**config.mk**
```make
export PLATFORM = sky130hd
export DESIGN_NAME = hse_round
export DESIGN_NICKNAME = d
export VERILOG_FILES = /design/src/hse_pkg.sv /design/src/hse_round.sv
export SDC_FILE = /design/constraint.sdc
export NUM_CORES = 2
export LEC_CHECK = 0
export BUFFER_PORTS_ARGS = -buffer_cell sky130_fd_sc_hd__clkbuf_2
export CAP_MARGIN = 5
export CORE_AREA = 5 5 395 397
export DETAILED_ROUTE_END_ITERATION = 10
export DIE_AREA = 0 0 400 402
export GPL_TIMING_DRIVEN = 0
export PLACE_DENSITY = 0.79
export SETUP_SLACK_MARGIN = 0.3
export SLEW_MARGIN = 10
export SYNTH_ARGS = -nofsm -noshare
export SYNTH_HDL_FRONTEND = slang
export SYNTH_SLANG_ARGS = --single-unit
```
**constraint.sdc**
```tcl
create_clock -name clk -period 31.5 [get_ports clk]
set_input_delay 1.575 -clock clk [delete_from_list [all_inputs] [get_ports clk]]
set_output_delay 1.575 -clock clk [all_outputs]
set_load 0.02 [all_outputs]
```
**src/hse_pkg.sv**
```systemverilog
`timescale 1ns / 1ps
package hse_pkg;

  typedef enum logic [3:0] {
    ST_IDLE,
    ST_IPAD_LOAD,
    ST_BLK_RUN,
    ST_FIN_PREP,
    ST_FIN_RUN,
    ST_INNER_DONE,
    ST_OPAD_RUN,
    ST_OUTER_RUN,
    ST_EMIT
  } seq_state_t;

  typedef enum logic [1:0] {
    PH_IDLE,
    PH_ABSORB
  } hmac_phase_t;

  typedef struct packed {
    logic start;
    logic init_iv;
  } core_ctl_t;

  typedef struct packed {
    logic busy;
    logic done;
  } core_sts_t;

  localparam logic [7:0]  IPAD     = 8'h36;
  localparam logic [7:0]  OPAD     = 8'h5c;
  localparam logic [7:0]  PAD_BYTE = 8'h80;
  localparam logic [63:0] PAD_BITS = 64'd512;
  localparam logic [63:0] OUT_BITS = 64'd768;
  localparam int unsigned LEN_POS  = 56;

  localparam logic [255:0] INIT_HASH = {
    32'h6a09e667, 32'hbb67ae85, 32'h3c6ef372, 32'ha54ff53a,
    32'h510e527f, 32'h9b05688c, 32'h1f83d9ab, 32'h5be0cd19
  };

  function automatic logic [31:0] round_k(input logic [5:0] i);
    logic [31:0] k;
    unique case (i)
      6'd0: k = 32'h428a2f98;  6'd1: k = 32'h71374491;
      6'd2: k = 32'hb5c0fbcf;  6'd3: k = 32'he9b5dba5;
      6'd4: k = 32'h3956c25b;  6'd5: k = 32'h59f111f1;
      6'd6: k = 32'h923f82a4;  6'd7: k = 32'hab1c5ed5;
      6'd8: k = 32'hd807aa98;  6'd9: k = 32'h12835b01;
      6'd10: k = 32'h243185be; 6'd11: k = 32'h550c7dc3;
      6'd12: k = 32'h72be5d74; 6'd13: k = 32'h80deb1fe;
      6'd14: k = 32'h9bdc06a7; 6'd15: k = 32'hc19bf174;
      6'd16: k = 32'he49b69c1; 6'd17: k = 32'hefbe4786;
      6'd18: k = 32'h0fc19dc6; 6'd19: k = 32'h240ca1cc;
      6'd20: k = 32'h2de92c6f; 6'd21: k = 32'h4a7484aa;
      6'd22: k = 32'h5cb0a9dc; 6'd23: k = 32'h76f988da;
      6'd24: k = 32'h983e5152; 6'd25: k = 32'ha831c66d;
      6'd26: k = 32'hb00327c8; 6'd27: k = 32'hbf597fc7;
      6'd28: k = 32'hc6e00bf3; 6'd29: k = 32'hd5a79147;
      6'd30: k = 32'h06ca6351; 6'd31: k = 32'h14292967;
      6'd32: k = 32'h27b70a85; 6'd33: k = 32'h2e1b2138;
      6'd34: k = 32'h4d2c6dfc; 6'd35: k = 32'h53380d13;
      6'd36: k = 32'h650a7354; 6'd37: k = 32'h766a0abb;
      6'd38: k = 32'h81c2c92e; 6'd39: k = 32'h92722c85;
      6'd40: k = 32'ha2bfe8a1; 6'd41: k = 32'ha81a664b;
      6'd42: k = 32'hc24b8b70; 6'd43: k = 32'hc76c51a3;
      6'd44: k = 32'hd192e819; 6'd45: k = 32'hd6990624;
      6'd46: k = 32'hf40e3585; 6'd47: k = 32'h106aa070;
      6'd48: k = 32'h19a4c116; 6'd49: k = 32'h1e376c08;
      6'd50: k = 32'h2748774c; 6'd51: k = 32'h34b0bcb5;
      6'd52: k = 32'h391c0cb3; 6'd53: k = 32'h4ed8aa4a;
      6'd54: k = 32'h5b9cca4f; 6'd55: k = 32'h682e6ff3;
      6'd56: k = 32'h748f82ee; 6'd57: k = 32'h78a5636f;
      6'd58: k = 32'h84c87814; 6'd59: k = 32'h8cc70208;
      6'd60: k = 32'h90befffa; 6'd61: k = 32'ha4506ceb;
      6'd62: k = 32'hbef9a3f7; 6'd63: k = 32'hc67178f2;
      default: k = 32'h0;
    endcase
    return k;
  endfunction

endpackage

```
**src/hse_round.sv**
```systemverilog
`timescale 1ns / 1ps
// One SHA-256 compression run: a single round unit reused for every round,
// with a 16-word message schedule window.
module hse_round (
  input  logic                  clk,
  input  logic                  rst_n,
  input  hse_pkg::core_ctl_t    ctl,
  input  logic [511:0]          block,
  input  logic [255:0]          hash_in,
  output logic [255:0]          hash_out,
  output hse_pkg::core_sts_t    sts
);

  logic [31:0]  a_r, b_r, c_r, d_r, e_r, f_r, g_r, h_r;
  logic [255:0] base_r;
  logic [511:0] w_r;
  logic [5:0]   rnd_r;
  logic         busy_r, done_r;

  logic [31:0] wt, s0, s1, wn, t1, t2, ch, maj, ep0, ep1;
  logic [255:0] base_sel;

  function automatic logic [31:0] rotr(input logic [31:0] v, input int unsigned n);
    return (v >> n) | (v << (32 - n));
  endfunction

  always_comb begin
    wt  = w_r[511:480];
    s0  = rotr(w_r[479:448], 7) ^ rotr(w_r[479:448], 18) ^ (w_r[479:448] >> 3);
    s1  = rotr(w_r[63:32], 17) ^ rotr(w_r[63:32], 19) ^ (w_r[63:32] >> 10);
    wn  = wt + s0 + w_r[223:192] + s1;
    ep1 = rotr(e_r, 6) ^ rotr(e_r, 11) ^ rotr(e_r, 25);
    ch  = (e_r & f_r) ^ (~e_r & g_r);
    t1  = h_r + ep1 + ch + hse_pkg::round_k(rnd_r) + wt;
    ep0 = rotr(a_r, 2) ^ rotr(a_r, 13) ^ rotr(a_r, 22);
    maj = (a_r & b_r) ^ (a_r & c_r) ^ (b_r & c_r);
    t2  = ep0 + maj;
    base_sel = ctl.init_iv ? hse_pkg::INIT_HASH : hash_in;
  end

  always_ff @(posedge clk) begin
    if (!rst_n) begin
      busy_r <= 1'b0;
      done_r <= 1'b0;
      rnd_r  <= '0;
    end else begin
      done_r <= 1'b0;
      if (ctl.start && !busy_r) begin
        busy_r <= 1'b1;
        rnd_r  <= '0;
      end else if (busy_r) begin
        rnd_r <= rnd_r + 6'd1;
        if (rnd_r == 6'd63) begin
          busy_r <= 1'b0;
          done_r <= 1'b1;
        end
      end
    end
  end

  always_ff @(posedge clk) begin
    if (ctl.start && !busy_r) begin
      base_r <= base_sel;
      {a_r, b_r, c_r, d_r, e_r, f_r, g_r, h_r} <= base_sel;
      w_r <= block;
    end else if (busy_r) begin
      w_r <= {w_r[479:0], wn};
      h_r <= g_r; g_r <= f_r; f_r <= e_r; e_r <= d_r + t1;
      d_r <= c_r; c_r <= b_r; b_r <= a_r; a_r <= t1 + t2;
    end
  end

  assign hash_out = {base_r[255:224] + a_r, base_r[223:192] + b_r,
                     base_r[191:160] + c_r, base_r[159:128] + d_r,
                     base_r[127:96] + e_r, base_r[95:64] + f_r,
                     base_r[63:32] + g_r, base_r[31:0] + h_r};
  assign sts.busy = busy_r;
  assign sts.done = done_r;

endmodule

```
---- Word level (Yosys, flattened, before mapping) ----
Memories as Yosys holds them, arrays and structs flattened. A register that Yosys moved wholly into a read port is not among the register bits.
Index checks and enable logic that the tools add are counted.
word-level totals
  bits in registers ....................... 1,032
  bits in read-only memories .............. 2,048
  input port bits ......................... 772
  output and inout port bits .............. 258
  logic and storage cells ................. 93
  memories kept ........................... 1
memory list
  memory           words  width  rd ports  clocked after memory_dff  write ports  RTL line       text
  (no name shown)  64     32     1         1                         0            hse_pkg.sv:45  unique case (i)
operators by class
  add/sub/neg operators ................... 19
  equal/unequal tests ..................... 1
  muxes and demuxes ....................... 25
  bitwise gates (word level) .............. 29
  reductions and logical operators ........ 5
operator list
  operator                                                        number
  512-bit 2-to-1 mux                                              2
  32-bit adder                                                    18
  32-bit 2-to-1 mux                                               16
  32-bit XOR                                                      9
  256-bit 2-to-1 mux                                              1
  32-bit AND                                                      5
  32-bit NOT                                                      1
  10-bit by 32-bit OR with 32-bit output                          1
  13-bit by 32-bit OR with 32-bit output                          1
  14-bit by 32-bit OR with 32-bit output                          1
  15-bit by 32-bit OR with 32-bit output                          1
  19-bit by 32-bit OR with 32-bit output                          1
  21-bit by 32-bit OR with 32-bit output                          1
  25-bit by 32-bit OR with 32-bit output                          1
  26-bit by 32-bit OR with 32-bit output                          1
  30-bit by 32-bit OR with 32-bit output                          1
  7-bit by 32-bit OR with 32-bit output                           1
  32-bit by 22-bit XOR with 32-bit output                         1
  32-bit by 29-bit XOR with 32-bit output                         1
  6-bit 2-to-1 mux                                                2
  6-bit by 1-bit adder with 6-bit output (second input constant)  1
  6-bit == test (second input constant)                           1
  1-bit 2-to-1 mux                                                4
  3-bit OR reduction                                              1
  5 further kinds                                                 6

---- Depth between registers and ports, before layout ----
  depth after elaboration ................. 10
  gate-level depth with buffers ........... 34
  gate-level depth less buffers ........... 33

---- Worst setup path before layout ----
No wires, ideal clock.
  path type ............................... input -> register
  start ................................... input port ctl[1] (netlist name)
  end ..................................... register a_r[0], enable pin
  setup time .............................. 0.824 ns
  data arrival time ....................... 10.719 ns
  data required time ...................... 30.676 ns
  path slack .............................. 19.957 ns
  stages on the path ...................... 1
  buffers on the path ..................... 0
  cells stage by stage .................... or2_2
between the ends
  cells in the longest elaborated chain, start to end .. 2
ends and longest elaborated chain
  item                          RTL line         text
  start, declared               hse_round.sv:7   input hse_pkg::core_ctl_t ctl,
  1-bit logical AND             hse_round.sv:62  if (ctl.start && !busy_r) begin
  2-bit nonzero test (no line)  -
  end signal, assigned          hse_round.sv:64  {a_r, b_r, c_r, d_r, e_r, f_r, g_r, h_r} <= base_sel;
  end signal, assigned          hse_round.sv:69  d_r <= c_r; c_r <= b_r; b_r <= a_r; a_r <= t1 + t2;
  end, declared                 hse_round.sv:14  logic [31:0] a_r, b_r, c_r, d_r, e_r, f_r, g_r, h_r;
Every way passes these cells.
A chain may end at the register's enable or synchronous reset.

---- Worst setup path after layout ----
  start ................................... register e_r[0]
  end ..................................... register a_r[31] (data pin)
between the ends
  cells in the longest elaborated chain, start to end .. 10
  elaborated cells between the ends (all ways) .. 16
  those cells by class .................... add/sub: 5; mux: 2; bitwise: 9
ends and longest elaborated chain
  item                                                                                                     RTL line         text
  start, declared                                                                                          hse_round.sv:14
  start signal, assigned                                                                                   hse_round.sv:64
  start signal, assigned                                                                                   hse_round.sv:68  h_r <= g_r; g_r <= f_r; f_r <= e_r; e_r <= d_r + t1;
  21-bit by 32-bit OR with 32-bit output / 26-bit by 32-bit OR with 32-bit output (equally long branches)  hse_round.sv:24  return (v >> n) | (v << (32 - n));
  32-bit XOR (2 in a row)                                                                                  hse_round.sv:32  ep1 = rotr(e_r, 6) ^ rotr(e_r, 11) ^ rotr(e_r, 25);
  32-bit adder                                                                                             hse_round.sv:34  t1 = h_r + ep1 + ch + hse_pkg::round_k(rnd_r) + wt;
  32-bit adder * (3 in a row)                                                                              hse_round.sv:34
  32-bit adder *                                                                                           hse_round.sv:69
  32-bit 2-to-1 mux *                                                                                      hse_round.sv:66  end else if (busy_r) begin
  32-bit 2-to-1 mux *                                                                                      hse_round.sv:62
Mark *: on every way between the ends. The rest lies on a longest branch, timed or not. The select of a mux whose other input is x is not followed.

==> run_results.csv <==
group,metric,value,unit
detailed_routing,wire_per_inst,29.4,µm
sta,worstMarginPinSlew,1.47,ns
synth,synth_top_area_share,43.3,%
synth,synth_area_leaders,"edfxtp_1 43%, nand2_1 10%, ha_1 6.9%",
worst_setup_path,cp.arrival,10.00,ns
worst_setup_path,start_kind,"flip-flop",
synth,async_flop_share,0,%
global_route,grt_usage,37.9,%
die,ios,1030,
clocking,cts_hold_buf,0,
detailed_routing,drtIter0Drc,8661,
synth,synthAdderAreaFrac,12.4,%
sta,setup_viol_count_final,0,
cells_and_area,area_growth_syn_to_layout,16.8,%
sta,slew_headroom,1.75,%
clocking,cts_resized,0,
sta,post-route-period-util,29.8,%
detailed_routing,drtAntennaViolNets,0,
sta,worst_slack,22.10,ns
cells_and_area,fin_util,54.8,%
synth,synth_ff_type,"edfxtp_1",
synth,synth_cells,7446,
cells_and_area,multi_input_area,36300,µm²
placement,numPortBuffers,1028,
worst_setup_path,crit_path_end_kind,"flip-flop",
die,row_count,143,
hold_path,hold_path_class,"flip-flop to flip-flop",
worst_setup_path,worstPathRequired,32.10,ns
status,status,"complete, no violations",
global_route,grt_max_degree,67,
clocking,cts_setup_buffers,0,
die,initial_core_util,46.9,%
worst_setup_path,path_common_cell,"a21oi_1",
cells_and_area,nNetsFinal,9968,
global_route,grt_pass1_wl,434,mm
cells_and_area,n_fill_cell,13700,
detailed_routing,wl,316,mm
synth,synth_top_family_by_area,"simple AND/OR/NAND/NOR gates",
worst_setup_path,worstSetupPathType,"flip-flop to flip-flop",
synth,synth.avg_cell_area,9.55,µm²
clocking,clk_path_buf_depth,3,
synth,yosysSeqAreaShare,44.4,%
synth,syn_nets,8803,
sta,fin_skew,0.0460,ns
cells_and_area,layout.area.seq,31600,µm²
sta,final_hold_viol_count,0,
cells_and_area,drive_gt1_share,17.6,%
synth,synth-seq-cells,1064,
synth,synth_xor_area_share,7.45,%
run,maxCapViolCount,0,
die,die_area,161000,µm²
synth,yosys.area_share.simple,17.3,%
placement,place.gp.congestion,1.02,
clocking,clk_latency,0.76,ns
synth,synth-edff-count,1024,
synth,yosysMostFrequentCell,"nand2_1",
sta,fmax,106,MHz
clocking,cts_tree,"built",
clocking,cts.sinks,1064,
global_route,gr-total-overflow,0,
die,die_width,400,µm
placement,hpwl,259,mm
sta,fin_crit,9.40,ns
clocking,h-tree-depth,3,
synth,synth.area.mux_share,2.03,%
placement,place_ws,22.52,ns
detailed_routing,post-route-drc-count,0,
clocking,clk_pin_slew,0.06,ns
die,fp.coreArea,152000,µm²
detailed_routing,drt_pass1_iterations,7,
detailed_routing,drt-vias-per-instance,5.90,
worst_setup_path,critPathMaxFanout,5,
clocking,clock-root-buffer,"clkbuf_16",
synth,yosysWarnings,0,
synth,synthTopCellsByCount,"1970 x nand2_1, 1024 x edfxtp_1, 531 x inv_1",
synth,synth_cell_types,99,
sta,slew_viol_final,0,
worst_setup_path,cpMaxStageDelayCell,"xor2_1",
global_route,antenna_found_initial,36,
sta,rsz0062_at_grt,"no",
sta,finalSetupTns,0,ns
synth,synth-compound-area-share,11.9,%
die,die-height,402,µm
clocking,cts_buffers,115,
detailed_routing,dr_total_vias,63400,
global_route,grt_pass1_vias,61200,
synth,synth.cell_area,71100,µm²
synth,yosys.area.top_type,"edfxtp_1",
worst_setup_path,cpPeakStageDelay,0.57,ns
area by class of cell:
type | instances | share of cell area [%]
diodes | 14 | 0.0422
plain buffers | 317 | 1.51
clock buffers | 138 | 3.62
clock inverters | 72 | 0.830
inverters | 532 | 2.41
multi-input cells | 5533 | 43.7
flip-flops and latches | 1064 | 38.0
well taps | 2030 | 3.06
repair buffers | 1048 | 6.81
layout by cell type, fill, tap and decap left out, types with 16 or more instances in the layout:
| cell type | count |
|---|---|
| xnor2_1 | 403 |
| nand4_1 | 22 |
| clkinv_2 | 24 |
| nand3_1 | 75 |
| dfxtp_1 | 40 |
| ha_1 | 390 |
| nor3_1 | 70 |
| nor2b_1 | 167 |
| a221oi_1 | 16 |
| a211oi_1 | 47 |
| clkbuf_16 | 116 |
| edfxtp_1 | 1024 |
| a21o_1 | 197 |
| o21bai_1 | 52 |
| xor2_1 | 197 |
| o21a_1 | 51 |
| fa_1 | 195 |
| clkbuf_2 | 1032 |
| a21oi_1 | 374 |
| nand2b_1 | 55 |
| o211ai_1 | 24 |
| or2_2 | 149 |
| mux2i_1 | 28 |
| nor2_1 | 278 |
| a31oi_1 | 52 |
| o21ai_1 | 26 |
| and3_1 | 25 |
| clkinv_1 | 27 |
| nand2_1 | 1970 |
| o22ai_1 | 16 |
| or3_1 | 21 |
| mux2_2 | 102 |
| o31ai_1 | 24 |
| o21ai_0 | 294 |
| clkbuf_1 | 305 |
| and2_1 | 16 |
| inv_1 | 531 |
layer usage:
| metal | wire, µm | vias to the layer above | GRT usage (%) | part of all wire [%] |
|---|---|---|---|---|
| met3 | 42100 | 760 | 11.6 | 13 |
| met5 | 103 | - | 0 | 0.033 |
| li1 | - | 27700 | - | - |
| met2 | 133000 | 4267 | 55.4 | 42 |
| met1 | 121000 | 30600 | 51.2 | 38 |
| met4 | 19500 | 14 | 19.0 | 6.2 |
sequential cells by signal (all words and copies together) (netlist names), named ones only:
register and flops:
b_r 32, rnd_r 6, a_r 32, h_r 32
done_r 1, w_r 512, base_r 256, f_r 32
g_r 32, c_r 32, busy_r 1, d_r 32
e_r 32
path summary, 6_finish.rpt:
path	start	to	slack, ns	cells after the start
max reg2reg	e_r[0]	a_r[31]	22.10	33
min	w_r[153]	w_r[185]	0.49	2
min reg2reg	w_r[153]	w_r[185]	0.49	2
max	e_r[0]	a_r[31]	22.10	33
cell families after synthesis:
group	count (synthesis)
AO/OA/AOI/OAI	1328
XOR/XNOR	602
adder cells (fa/ha/maj)	588
buffers and inverters	849
flip-flops	1064
multiplexers	131
AND/OR/NAND/NOR	2884
stage by stage:
stage	area (µm²)	hold WS, ns	instances
4_1_cts	83000	0.487	10700
5_1_grt	83000	0.519	10700
6_report	83000	0.495	10700
2_1_floorplan	71100	0.491	7446
3_5_place_dp	79300	0.499	10500
3_3_place_gp	78800	0.494	10500
critical path: cells and delay by family, from the launching register on:
| family | cells | cell delay (ns) |
|---|---|---|
| AOI/OAI and AO/OA | 18 | 4.16 |
| xor gates and xnor gates | 2 | 0.93 |
| adders and majority gates | 6 | 2.39 |
| buffers and inverters | 4 | 0.75 |
| DFF | 1 | 0.45 |
| muxes | 1 | 0.42 |
| and+or+nand+nor | 2 | 0.14 |
Power is left out: the tool's default activity adds up to more than one toggle a clock period on the data nets, which glitch-free logic cannot reach.
